`src/block_normalized_correlation_macros.svh`:
```
// ----------------------------------------------------------------------------
// Assertion macros for the block normalized correlation project
// Implication checks, same cycle and next cycle.
// ----------------------------------------------------------------------------
`ifndef BLOCK_NORMALIZED_CORRELATION_MACROS_SVH
`define BLOCK_NORMALIZED_CORRELATION_MACROS_SVH

`ifndef ASSERT_OFF
`define NCC_ASSERT_SAME(label, clk, rst_n, ante, cons) \
	label: assert property (@(posedge clk) disable iff (!rst_n) (ante) |-> (cons)) \
		else $error("ncc check failed");
`define NCC_ASSERT_NEXT(label, clk, rst_n, ante, cons) \
	label: assert property (@(posedge clk) disable iff (!rst_n) (ante) |=> (cons)) \
		else $error("ncc check failed");
`else
`define NCC_ASSERT_SAME(label, clk, rst_n, ante, cons)
`define NCC_ASSERT_NEXT(label, clk, rst_n, ante, cons)
`endif

`endif

```
`src/ncc_pkg.sv`:
```
// ----------------------------------------------------------------------------
// ncc_pkg
// Shared constants, operation codes and control structs.
// ----------------------------------------------------------------------------
package ncc_pkg;

	localparam int PIXEL_BITS     = 8;
	localparam int DEF_MAX_PIXELS = 4096;
	localparam int Q_BITS         = 16;
	localparam int FRAC_BITS      = 15;
	localparam int BIT_IDX_BITS   = $clog2(Q_BITS);

	localparam logic [Q_BITS-1:0] Q_ONE = 16'h8000;
	localparam logic [Q_BITS-1:0] Q_MAX = 16'h7FFF;

	typedef enum logic [3:0] {
		OP_NA  = 4'd0,
		OP_SA2 = 4'd1,
		OP_NB  = 4'd2,
		OP_SB2 = 4'd3,
		OP_NAB = 4'd4,
		OP_SAB = 4'd5,
		OP_BL  = 4'd6,
		OP_C2  = 4'd7,
		OP_TT  = 4'd8,
		OP_BT  = 4'd9
	} mul_op_t;

	typedef struct packed {
		logic                    load;
		logic                    store;
		logic                    diff;
		logic                    emit;
		mul_op_t                 op;
		logic [BIT_IDX_BITS-1:0] bit_idx;
	} ncc_cmd_t;

	typedef struct packed {
		logic mul_zero;
		logic bad;
	} ncc_stat_t;

endpackage

```
`src/ncc_mul.sv`:
```
// ----------------------------------------------------------------------------
// ncc_mul
// Shift-add multiplier, one multiplier bit per cycle, stops when the
// remaining multiplier bits are all zero.
// ----------------------------------------------------------------------------
module ncc_mul #(
	parameter int PW = 114,
	parameter int MW = 41
) (
	input  logic          clk,
	input  logic          load,
	input  logic [PW-1:0] mcand_in,
	input  logic [MW-1:0] mplier_in,
	output logic [PW-1:0] prod,
	output logic          zero
);
	logic [PW-1:0] mcand_q;
	logic [MW-1:0] mplier_q;
	logic [PW-1:0] acc_q;

	always_ff @(posedge clk) begin
		if (load) begin
			mcand_q  <= mcand_in;
			mplier_q <= mplier_in;
			acc_q    <= '0;
		end else if (mplier_q != '0) begin
			if (mplier_q[0]) begin
				acc_q <= acc_q + mcand_q;
			end
			mcand_q  <= mcand_q << 1;
			mplier_q <= mplier_q >> 1;
		end
	end

	assign prod = acc_q;
	assign zero = (mplier_q == '0);
endmodule

```
`src/ncc_dpath.sv`:
```
// ----------------------------------------------------------------------------
// ncc_dpath
// Running sums, product registers and score formatting.
// ----------------------------------------------------------------------------
module ncc_dpath #(
	parameter int MAX_PIXELS = ncc_pkg::DEF_MAX_PIXELS
) (
	input  logic                            clk,
	input  logic                            arst_n,
	input  logic                            accept,
	input  logic [ncc_pkg::PIXEL_BITS-1:0]  pixel_a,
	input  logic [ncc_pkg::PIXEL_BITS-1:0]  pixel_b,
	input  ncc_pkg::ncc_cmd_t               cmd,
	output ncc_pkg::ncc_stat_t              stat,
	output logic signed [ncc_pkg::Q_BITS-1:0] score,
	output logic                            score_valid,
	output logic                            done
);
	import ncc_pkg::*;

	localparam int CB  = $clog2(MAX_PIXELS + 1);
	localparam int SB  = PIXEL_BITS + CB - 1;
	localparam int SQB = 2 * PIXEL_BITS + CB - 1;
	localparam int VB  = CB + SQB;
	localparam int PW  = 2 * VB + 2 * Q_BITS;
	localparam int MW  = (VB > 2 * Q_BITS) ? VB : 2 * Q_BITS;

	logic [CB-1:0]  cnt_q;
	logic [SB-1:0]  sum_a_q, sum_b_q;
	logic [SQB-1:0] sum_aa_q, sum_bb_q, sum_ab_q;
	logic [SQB-1:0] a_ext, b_ext;

	logic [VB-1:0]     na_q, sa2_q, nb_q, sb2_q, nab_q, sab_q;
	logic [VB-1:0]     va_q, vb_q, cmag_q;
	logic              cneg_q, bad_q;
	logic [2*VB-1:0]   bl_q, c2_q;
	logic [2*Q_BITS-1:0] tt_q;
	logic [Q_BITS-1:0] q_q, t;

	logic [PW-1:0] mcand_in, prod;
	logic [MW-1:0] mplier_in;
	logic          mul_zero;
	logic [Q_BITS-1:0] q_lim, score_n;

	assign a_ext = SQB'(pixel_a);
	assign b_ext = SQB'(pixel_b);

	// accumulation; a full block ignores further pairs
	always_ff @(posedge clk or negedge arst_n) begin
		if (!arst_n) begin
			cnt_q    <= '0;
			sum_a_q  <= '0;
			sum_b_q  <= '0;
			sum_aa_q <= '0;
			sum_bb_q <= '0;
			sum_ab_q <= '0;
		end else if (cmd.emit) begin
			cnt_q    <= '0;
			sum_a_q  <= '0;
			sum_b_q  <= '0;
			sum_aa_q <= '0;
			sum_bb_q <= '0;
			sum_ab_q <= '0;
		end else if (accept && (cnt_q < CB'(MAX_PIXELS))) begin
			cnt_q    <= cnt_q + CB'(1);
			sum_a_q  <= sum_a_q + SB'(pixel_a);
			sum_b_q  <= sum_b_q + SB'(pixel_b);
			sum_aa_q <= sum_aa_q + a_ext * a_ext;
			sum_bb_q <= sum_bb_q + b_ext * b_ext;
			sum_ab_q <= sum_ab_q + a_ext * b_ext;
		end
	end

	assign t = q_q | (Q_BITS'(1) << cmd.bit_idx);

	always_comb begin
		unique case (cmd.op)
			OP_NA:   begin mcand_in = PW'(sum_aa_q); mplier_in = MW'(cnt_q);   end
			OP_SA2:  begin mcand_in = PW'(sum_a_q);  mplier_in = MW'(sum_a_q); end
			OP_NB:   begin mcand_in = PW'(sum_bb_q); mplier_in = MW'(cnt_q);   end
			OP_SB2:  begin mcand_in = PW'(sum_b_q);  mplier_in = MW'(sum_b_q); end
			OP_NAB:  begin mcand_in = PW'(sum_ab_q); mplier_in = MW'(cnt_q);   end
			OP_SAB:  begin mcand_in = PW'(sum_a_q);  mplier_in = MW'(sum_b_q); end
			OP_BL:   begin mcand_in = PW'(va_q);     mplier_in = MW'(vb_q);    end
			OP_C2:   begin mcand_in = PW'(cmag_q);   mplier_in = MW'(cmag_q);  end
			OP_TT:   begin mcand_in = PW'(t);        mplier_in = MW'(t);       end
			OP_BT:   begin mcand_in = PW'(bl_q);     mplier_in = MW'(tt_q);    end
			default: begin mcand_in = '0;            mplier_in = '0;           end
		endcase
	end

	ncc_mul #(.PW(PW), .MW(MW)) u_mul (
		.clk       (clk),
		.load      (cmd.load),
		.mcand_in  (mcand_in),
		.mplier_in (mplier_in),
		.prod      (prod),
		.zero      (mul_zero)
	);

	always_ff @(posedge clk) begin
		if (cmd.store) begin
			unique case (cmd.op)
				OP_NA:  na_q  <= prod[VB-1:0];
				OP_SA2: sa2_q <= prod[VB-1:0];
				OP_NB:  nb_q  <= prod[VB-1:0];
				OP_SB2: sb2_q <= prod[VB-1:0];
				OP_NAB: nab_q <= prod[VB-1:0];
				OP_SAB: sab_q <= prod[VB-1:0];
				OP_BL:  bl_q  <= prod[2*VB-1:0];
				OP_C2:  c2_q  <= prod[2*VB-1:0];
				OP_TT:  tt_q  <= prod[2*Q_BITS-1:0];
				OP_BT: begin
					// keep the trial bit while t^2 * va * vb <= 2^30 * cov^2
					if (prod <= PW'({c2_q, {(2*FRAC_BITS){1'b0}}})) begin
						q_q <= t;
					end
				end
				default: ;
			endcase
		end else if (cmd.diff) begin
			bad_q  <= (na_q <= sa2_q) || (nb_q <= sb2_q);
			va_q   <= na_q - sa2_q;
			vb_q   <= nb_q - sb2_q;
			cneg_q <= nab_q < sab_q;
			cmag_q <= (nab_q < sab_q) ? (sab_q - nab_q) : (nab_q - sab_q);
			q_q    <= '0;
		end
	end

	always_comb begin
		q_lim = (q_q > Q_ONE) ? Q_ONE : q_q;
		if (cneg_q) begin
			score_n = '0 - q_lim;
		end else begin
			score_n = (q_lim == Q_ONE) ? Q_MAX : q_lim;
		end
	end

	always_ff @(posedge clk or negedge arst_n) begin
		if (!arst_n) begin
			done <= 1'b0;
		end else begin
			done <= cmd.emit;
		end
	end

	always_ff @(posedge clk) begin
		if (cmd.emit) begin
			score       <= bad_q ? '0 : score_n;
			score_valid <= !bad_q;
		end
	end

	assign stat.mul_zero = mul_zero;
	assign stat.bad      = bad_q;
endmodule

```
`src/ncc_ctrl.sv`:
```
// ----------------------------------------------------------------------------
// ncc_ctrl
// Sequencer: runs the multiply schedule and the 16-step root search.
// ----------------------------------------------------------------------------
module ncc_ctrl (
	input  logic               clk,
	input  logic               arst_n,
	input  logic               accept,
	input  logic               is_last,
	input  ncc_pkg::ncc_stat_t stat,
	output ncc_pkg::ncc_cmd_t  cmd,
	output logic               busy
);
	import ncc_pkg::*;

	typedef enum logic [5:0] {
		ST_IDLE  = 6'b000001,
		ST_LOAD  = 6'b000010,
		ST_RUN   = 6'b000100,
		ST_DIFF  = 6'b001000,
		ST_CHECK = 6'b010000,
		ST_OUT   = 6'b100000
	} state_t;

	state_t                  state_q;
	mul_op_t                 op_q;
	logic [BIT_IDX_BITS-1:0] bit_q;

	always_ff @(posedge clk or negedge arst_n) begin
		if (!arst_n) begin
			state_q <= ST_IDLE;
			op_q    <= OP_NA;
			bit_q   <= '0;
		end else begin
			unique case (state_q)
				ST_IDLE: begin
					if (accept && is_last) begin
						state_q <= ST_LOAD;
						op_q    <= OP_NA;
					end
				end
				ST_LOAD: state_q <= ST_RUN;
				ST_RUN: begin
					if (stat.mul_zero) begin
						unique case (op_q)
							OP_NA: begin
								state_q <= ST_LOAD;
								op_q    <= OP_SA2;
							end
							OP_SA2: begin
								state_q <= ST_LOAD;
								op_q    <= OP_NB;
							end
							OP_NB: begin
								state_q <= ST_LOAD;
								op_q    <= OP_SB2;
							end
							OP_SB2: begin
								state_q <= ST_LOAD;
								op_q    <= OP_NAB;
							end
							OP_NAB: begin
								state_q <= ST_LOAD;
								op_q    <= OP_SAB;
							end
							OP_SAB: state_q <= ST_DIFF;
							OP_BL: begin
								state_q <= ST_LOAD;
								op_q    <= OP_C2;
							end
							OP_C2: begin
								state_q <= ST_LOAD;
								op_q    <= OP_TT;
								bit_q   <= BIT_IDX_BITS'(Q_BITS - 1);
							end
							OP_TT: begin
								state_q <= ST_LOAD;
								op_q    <= OP_BT;
							end
							OP_BT: begin
								if (bit_q == '0) begin
									state_q <= ST_OUT;
								end else begin
									state_q <= ST_LOAD;
									op_q    <= OP_TT;
									bit_q   <= bit_q - BIT_IDX_BITS'(1);
								end
							end
							default: state_q <= ST_IDLE;
						endcase
					end
				end
				ST_DIFF: state_q <= ST_CHECK;
				ST_CHECK: begin
					if (stat.bad) begin
						state_q <= ST_OUT;
					end else begin
						state_q <= ST_LOAD;
						op_q    <= OP_BL;
					end
				end
				ST_OUT:  state_q <= ST_IDLE;
				default: state_q <= ST_IDLE;
			endcase
		end
	end

	always_comb begin
		cmd.load    = (state_q == ST_LOAD);
		cmd.store   = (state_q == ST_RUN) && stat.mul_zero;
		cmd.diff    = (state_q == ST_DIFF);
		cmd.emit    = (state_q == ST_OUT);
		cmd.op      = op_q;
		cmd.bit_idx = bit_q;
	end

	assign busy = (state_q != ST_IDLE);
endmodule

```
`src/block_normalized_correlation.sv`:
```
// ----------------------------------------------------------------------------
// block_normalized_correlation
// Zero-mean normalized cross-correlation of two pixel blocks, Q1.15 result.
// ----------------------------------------------------------------------------
// Usage:
//   Drive pixel_a, pixel_b and is_last with start high; a pair is taken at
//   a clock edge where start is high and busy is low. Pairs are taken one
//   per cycle while the block sums. is_last marks the block's final pair.
//   After the final pair busy rises while the score is worked out by one
//   shared shift-add multiplier (one multiplier bit per cycle): six sum
//   products, a variance product and a covariance square, then sixteen
//   trial steps of the square-root search of two products each. If a
//   variance is not positive, all but the sum products are skipped and
//   the score is zero with score_valid low.
//   score and score_valid are then updated with done high, busy
//   falls in that same cycle, and the sums are already clear for the next
//   block. The receiver cannot stall; done is a single-cycle strobe.
//   Reset clears the sums and the count and returns the sequencer to idle.
// ----------------------------------------------------------------------------
`include "block_normalized_correlation_macros.svh"

module block_normalized_correlation #(
	parameter int MAX_PIXELS = ncc_pkg::DEF_MAX_PIXELS
) (
	input  logic                               clk,
	input  logic                               arst_n,
	input  logic                               start,
	output logic                               busy,
	input  logic [ncc_pkg::PIXEL_BITS-1:0]     pixel_a,
	input  logic [ncc_pkg::PIXEL_BITS-1:0]     pixel_b,
	input  logic                               is_last,
	output logic                               done,
	output logic signed [ncc_pkg::Q_BITS-1:0]  score,
	output logic                               score_valid
);
	import ncc_pkg::*;

	logic      accept;
	ncc_cmd_t  cmd;
	ncc_stat_t stat;

	assign accept = start && !busy;

	ncc_ctrl u_ctrl (
		.clk     (clk),
		.arst_n  (arst_n),
		.accept  (accept),
		.is_last (is_last),
		.stat    (stat),
		.cmd     (cmd),
		.busy    (busy)
	);

	ncc_dpath #(.MAX_PIXELS(MAX_PIXELS)) u_dpath (
		.clk         (clk),
		.arst_n      (arst_n),
		.accept      (accept),
		.pixel_a     (pixel_a),
		.pixel_b     (pixel_b),
		.cmd         (cmd),
		.stat        (stat),
		.score       (score),
		.score_valid (score_valid),
		.done        (done)
	);

	`NCC_ASSERT_SAME(a_done_idle, clk, arst_n, done, !busy)
	`NCC_ASSERT_NEXT(a_last_busy, clk, arst_n, accept && is_last, busy)
	`NCC_ASSERT_NEXT(a_pair_quiet, clk, arst_n, accept && !is_last, !done)
	`NCC_ASSERT_SAME(a_invalid_zero, clk, arst_n, done && !score_valid, score == '0)
endmodule

```
`config.mk`:
```
export PLATFORM = sky130hd
export DESIGN_NAME = block_normalized_correlation
export DESIGN_NICKNAME = d
export VERILOG_FILES = /design/src/ncc_pkg.sv /design/src/ncc_mul.sv /design/src/ncc_dpath.sv /design/src/ncc_ctrl.sv /design/src/block_normalized_correlation.sv
export VERILOG_INCLUDE_DIRS = /design/src /design/src/src
export SDC_FILE = /design/constraint.sdc
export NUM_CORES = 2
export LEC_CHECK = 0
export ABC_CLOCK_PERIOD_IN_PS = 11500
export BUFFER_PORTS_ARGS = -buffer_cell sky130_fd_sc_hd__buf_2
export CELL_PAD_IN_SITES_DETAIL_PLACEMENT = 2
export CELL_PAD_IN_SITES_GLOBAL_PLACEMENT = 2
export CORE_MARGIN = 4
export CORE_UTILIZATION = 39
export CTS_BUF_LIST = sky130_fd_sc_hd__clkbuf_16
export CTS_CLUSTER_SIZE = 20
export DETAILED_ROUTE_END_ITERATION = 10
export GPL_TIMING_DRIVEN = 0
export PLACE_DENSITY = 0.78
export RECOVER_POWER = 100
export SLEW_MARGIN = 10
export SYNTH_ARGS = -nofsm -noshare
export SYNTH_HDL_FRONTEND = slang
export SYNTH_SLANG_ARGS = --single-unit
```
`constraint.sdc`:
```
create_clock -name clk -period 11.5 [get_ports clk]
set_input_delay 3.45 -clock clk [delete_from_list [all_inputs] [get_ports clk]]
set_output_delay 3.45 -clock clk [all_outputs]
set_load 0.02 [all_outputs]
```
==> impl_metrics.json <==
{
  "status": "complete, but fails checks",
  "violations": "capacitance limit, slew limit",
  "finalHoldViolCount": 0,
  "grt_usage_pct": 30.2,
  "synth_seq_cells": 1021,
  "dr.first_iter.drc_count": 4860,
  "fin_tns_setup_ps": 0,
  "clk_latency_ps": 800,
  "overflow": 0,
  "skew_ps": 51.6,
  "portBuffers": 38,
  "cts_tree": "yes",
  "drv_cap": 16,
  "dpl.hpwl_mm": 200,
  "power.leakage_nw": 29.0,
  "required_ps": 12180,
  "rows": 147,
  "die_h_um": 412,
  "critical_path.max_fanout": 10,
  "synth_cell_types": 84,
  "synth-edff-count": 755,
  "critPathKind": "primary input to register",
  "yosysWarnings": 0,
  "cts.repair.resized": 0,
  "crit_slowest_cell": "clkbuf_1",
  "r2r_cells": 10,
  "grt_pass1_wl_mm": 386,
  "grt_pass1_vias": 57200,
  "yosysSeqAreaShare_pct": 45.2,
  "layout-drive-gt1-share_pct": 3.32,
  "path_clk_slew_ps": 70,
  "first_pass_iters": 8,
  "tightest_slew_ps": 5560,
  "hold_class": "register to register",
  "synthCells": 6329,
  "antenna_left": 0,
  "syn2layout_area_growth_pct": 10.7,
  "synth_nets": 6972,
  "hold_depth": 2,
  "synth_async_sr_flop_share_pct": 14.9,
  "holdCritStartpoint": "u_dpath.u_mul.prod[111]",
  "global_route.usage.met1_pct": 39.9,
  "cts_buffer_depth": 3,
  "nets": 7177,
  "cts_setup_buffers": 0,
  "rr_endpoint": "u_dpath.bl_q[42]",
  "synth_top_area_share_pct": 35.6,
  "rsz0062_at_grt": "false",
  "finalWirelength_mm": 260,
  "ir_drop_v": 0.000162,
  "syn_area_um2": 63600,
  "r2r-start": "u_dpath.u_mul.mplier_q[37]",
  "start_kind": "primary input",
  "via_per_inst": 6.06,
  "hold_end": "u_dpath.u_mul.prod[111]",
  "cts_sinks": 1021,
  "htreeDepth": 3,
  "drv_slew": 471,
  "wl_per_cell_um": 29.6,
  "setup_viol": 0,
  "busiest_layer": "met2",
  "grt_use_met3_pct": 4.71,
  "fmax_mhz": 95.5,
  "die_x_um": 412,
  "grt_use_met2_pct": 49.2,
  "routabilityCongestion": 0.920,
  "num_vias": 53300,
  "regToRegSetupSlack_ps": 3550,
  "cts_buffers": 117,
  "die-area_um2": 170000,
  "relSlewSlack_pct": -270,
  "cts_root_buf": "clkbuf_16",
  "core-area_um2": 161000,
  "yosysTopAreaCell": "edfxtp_1",
  "critical_path.max_stage_delay_ps": 530,
  "total_power_mw": 15.6,
  "start_util_pct": 39.4,
  "n_fill_cell": 17200,
  "worstSetupEndpointType": "register",
  "p_per_area_nw_per_um2": 221,
  "crit_start": "pixel_a[0]",
  "synth_area_per_cell_um2": 10.1,
  "synth_area_leaders": "edfxtp_1 (36%), ha_1 (10%), dfrtp_1 (5.9%), a21oi_1 (4.1%), dfxtp_1 (3.6%)",
  "critPathArrivalTime_ps": 11160,
  "fin_crit_sh_pct": 91.1,
  "period_minus_slack_ps": 10470,
  "drc": 0,
  "cp_common_cell": "a21oi_1",
  "grt_max_degree": 88,
  "cts.hold.buffers_added": 0,
  "grt_antenna_before_repair": 14,
  "io_pins": 39,
  "ys.flop_type": "edfxtp_1"
}
through the flow:
step	utilization (%)	instance area [µm²]	std cells	setup slack [ps]	hold slack, ps
floorplan	-	63600	6329	124	447
global placement	41.2	66500	8527	-5610	484
detailed placement	41.6	67100	8575	251	498
CTS	44.0	71000	8796	866	506
global route	43.7	70400	8796	511	543
finish	43.7	70400	8800	1030	500
synth_stat cells (all sizes together), types with 69 or more instances:
master,instances
nand2,429
ha,531
and2,119
dfrtp,151
a21oi,521
nand4,122
nor3,69
a21o,176
dfxtp,114
clkbuf,238
o21bai,93
nor2,501
inv,505
o21ai,435
xnor2,215
nand3,169
mux2i,93
xor2,152
fa,92
edfxtp,755
a22oi,70
worst max-delay path by stage:
stage                                 to  slack, ps  depth (start not counted)
finish              u_dpath.sum_aa_q[25]       1030                         30
global placement          u_dpath.q_q[2]      -5610                          5
CTS                 u_dpath.sum_aa_q[20]        870                         25
global route        u_dpath.sum_aa_q[27]        510                         31
detailed placement  u_dpath.sum_aa_q[26]        250                         25
floorplan                 u_dpath.q_q[0]        120                          5
state kept, by name, summed over array words and instances (netlist names), 16 cells and up:
register / flops
u_dpath.score: 16
u_dpath.sum_bb_q: 28
u_dpath.q_q: 16
u_dpath.sum_b_q: 20
u_dpath.cmag_q: 41
u_dpath.sab_q: 41
u_dpath.tt_q: 32
u_dpath.nab_q: 41
u_dpath.bl_q: 82
u_dpath.sb2_q: 41
u_dpath.sa2_q: 41
u_dpath.sum_a_q: 20
u_dpath.na_q: 41
u_dpath.vb_q: 41
u_dpath.c2_q: 82
u_dpath.va_q: 41
u_dpath.u_mul.mcand_q: 114
u_dpath.sum_ab_q: 28
u_dpath.nb_q: 41
u_dpath.u_mul.prod: 114
u_dpath.u_mul.mplier_q: 41
u_dpath.sum_aa_q: 28
placed cells by master, fill, tap and decap left out, drive strengths merged, types with 60 or more instances in the layout:
| master | instances |
|---|---|
| nand3 | 169 |
| inv | 536 |
| o21bai | 93 |
| xor2 | 152 |
| dfrtp | 151 |
| edfxtp | 755 |
| nand2 | 429 |
| xnor2 | 215 |
| a222oi | 61 |
| nor3 | 69 |
| clkinv | 60 |
| nor2b | 67 |
| a21oi | 521 |
| mux2i | 93 |
| nand4 | 122 |
| a22oi | 70 |
| o21ai | 435 |
| and2 | 119 |
| a21o | 176 |
| nor2 | 501 |
| ha | 531 |
| fa | 92 |
| dfxtp | 114 |
| clkbuf | 441 |
per-layer routing:
| metal | up-vias | wire length, µm |
|---|---|---|
| met5 | - | 54 |
| met4 | 8 | 13100 |
| met3 | 503 | 17100 |
| met2 | 1755 | 120000 |
| met1 | 27700 | 110000 |
| li1 | 23400 | - |
cell type report:
class | count | area, µm² | share of cell area, %
clock inverter | 100 | 782 | 1.11
antenna | 4 | 10.0 | 0.0142
multi-input combinational | 4530 | 31900 | 45.2
tap | 2160 | 2700 | 3.84
buffer | 269 | 1020 | 1.44
clock buffer | 121 | 3030 | 4.30
inverter | 509 | 1910 | 2.71
sequential | 1021 | 28800 | 40.8
timing repair buffer | 86 | 370 | 0.526
report_power, final:
group / total (mW) / leakage, nW / internal (mW) / switching [mW]
clock network: 3.84 / 1.98 / 2.16 / 1.68
registers: 5.83 / 10.2 / 4.71 / 1.11
logic: 5.90 / 16.9 / 2.14 / 3.76
critical path: cells and delay by family:
family | cells | cell delay [ps]
fa+ha+maj | 6 | 2370
xor+xnor | 1 | 350
buf+inv | 5 | 1100
simple gates | 8 | 1660
compound gates | 10 | 2220
cell families after synthesis:
logic type	count (synthesis)	share of synthesized area, %
AND/OR/NAND/NOR	1721	13.0
AO/OA/AOI/OAI	1720	17.2
flip-flops	1021	45.2
buffers and inverters	778	4.62
adder cells (fa/ha/maj)	623	13.3
XOR/XNOR	367	5.05
multiplexers	99	1.57
Note: power is estimated with default switching activity, not from simulation.
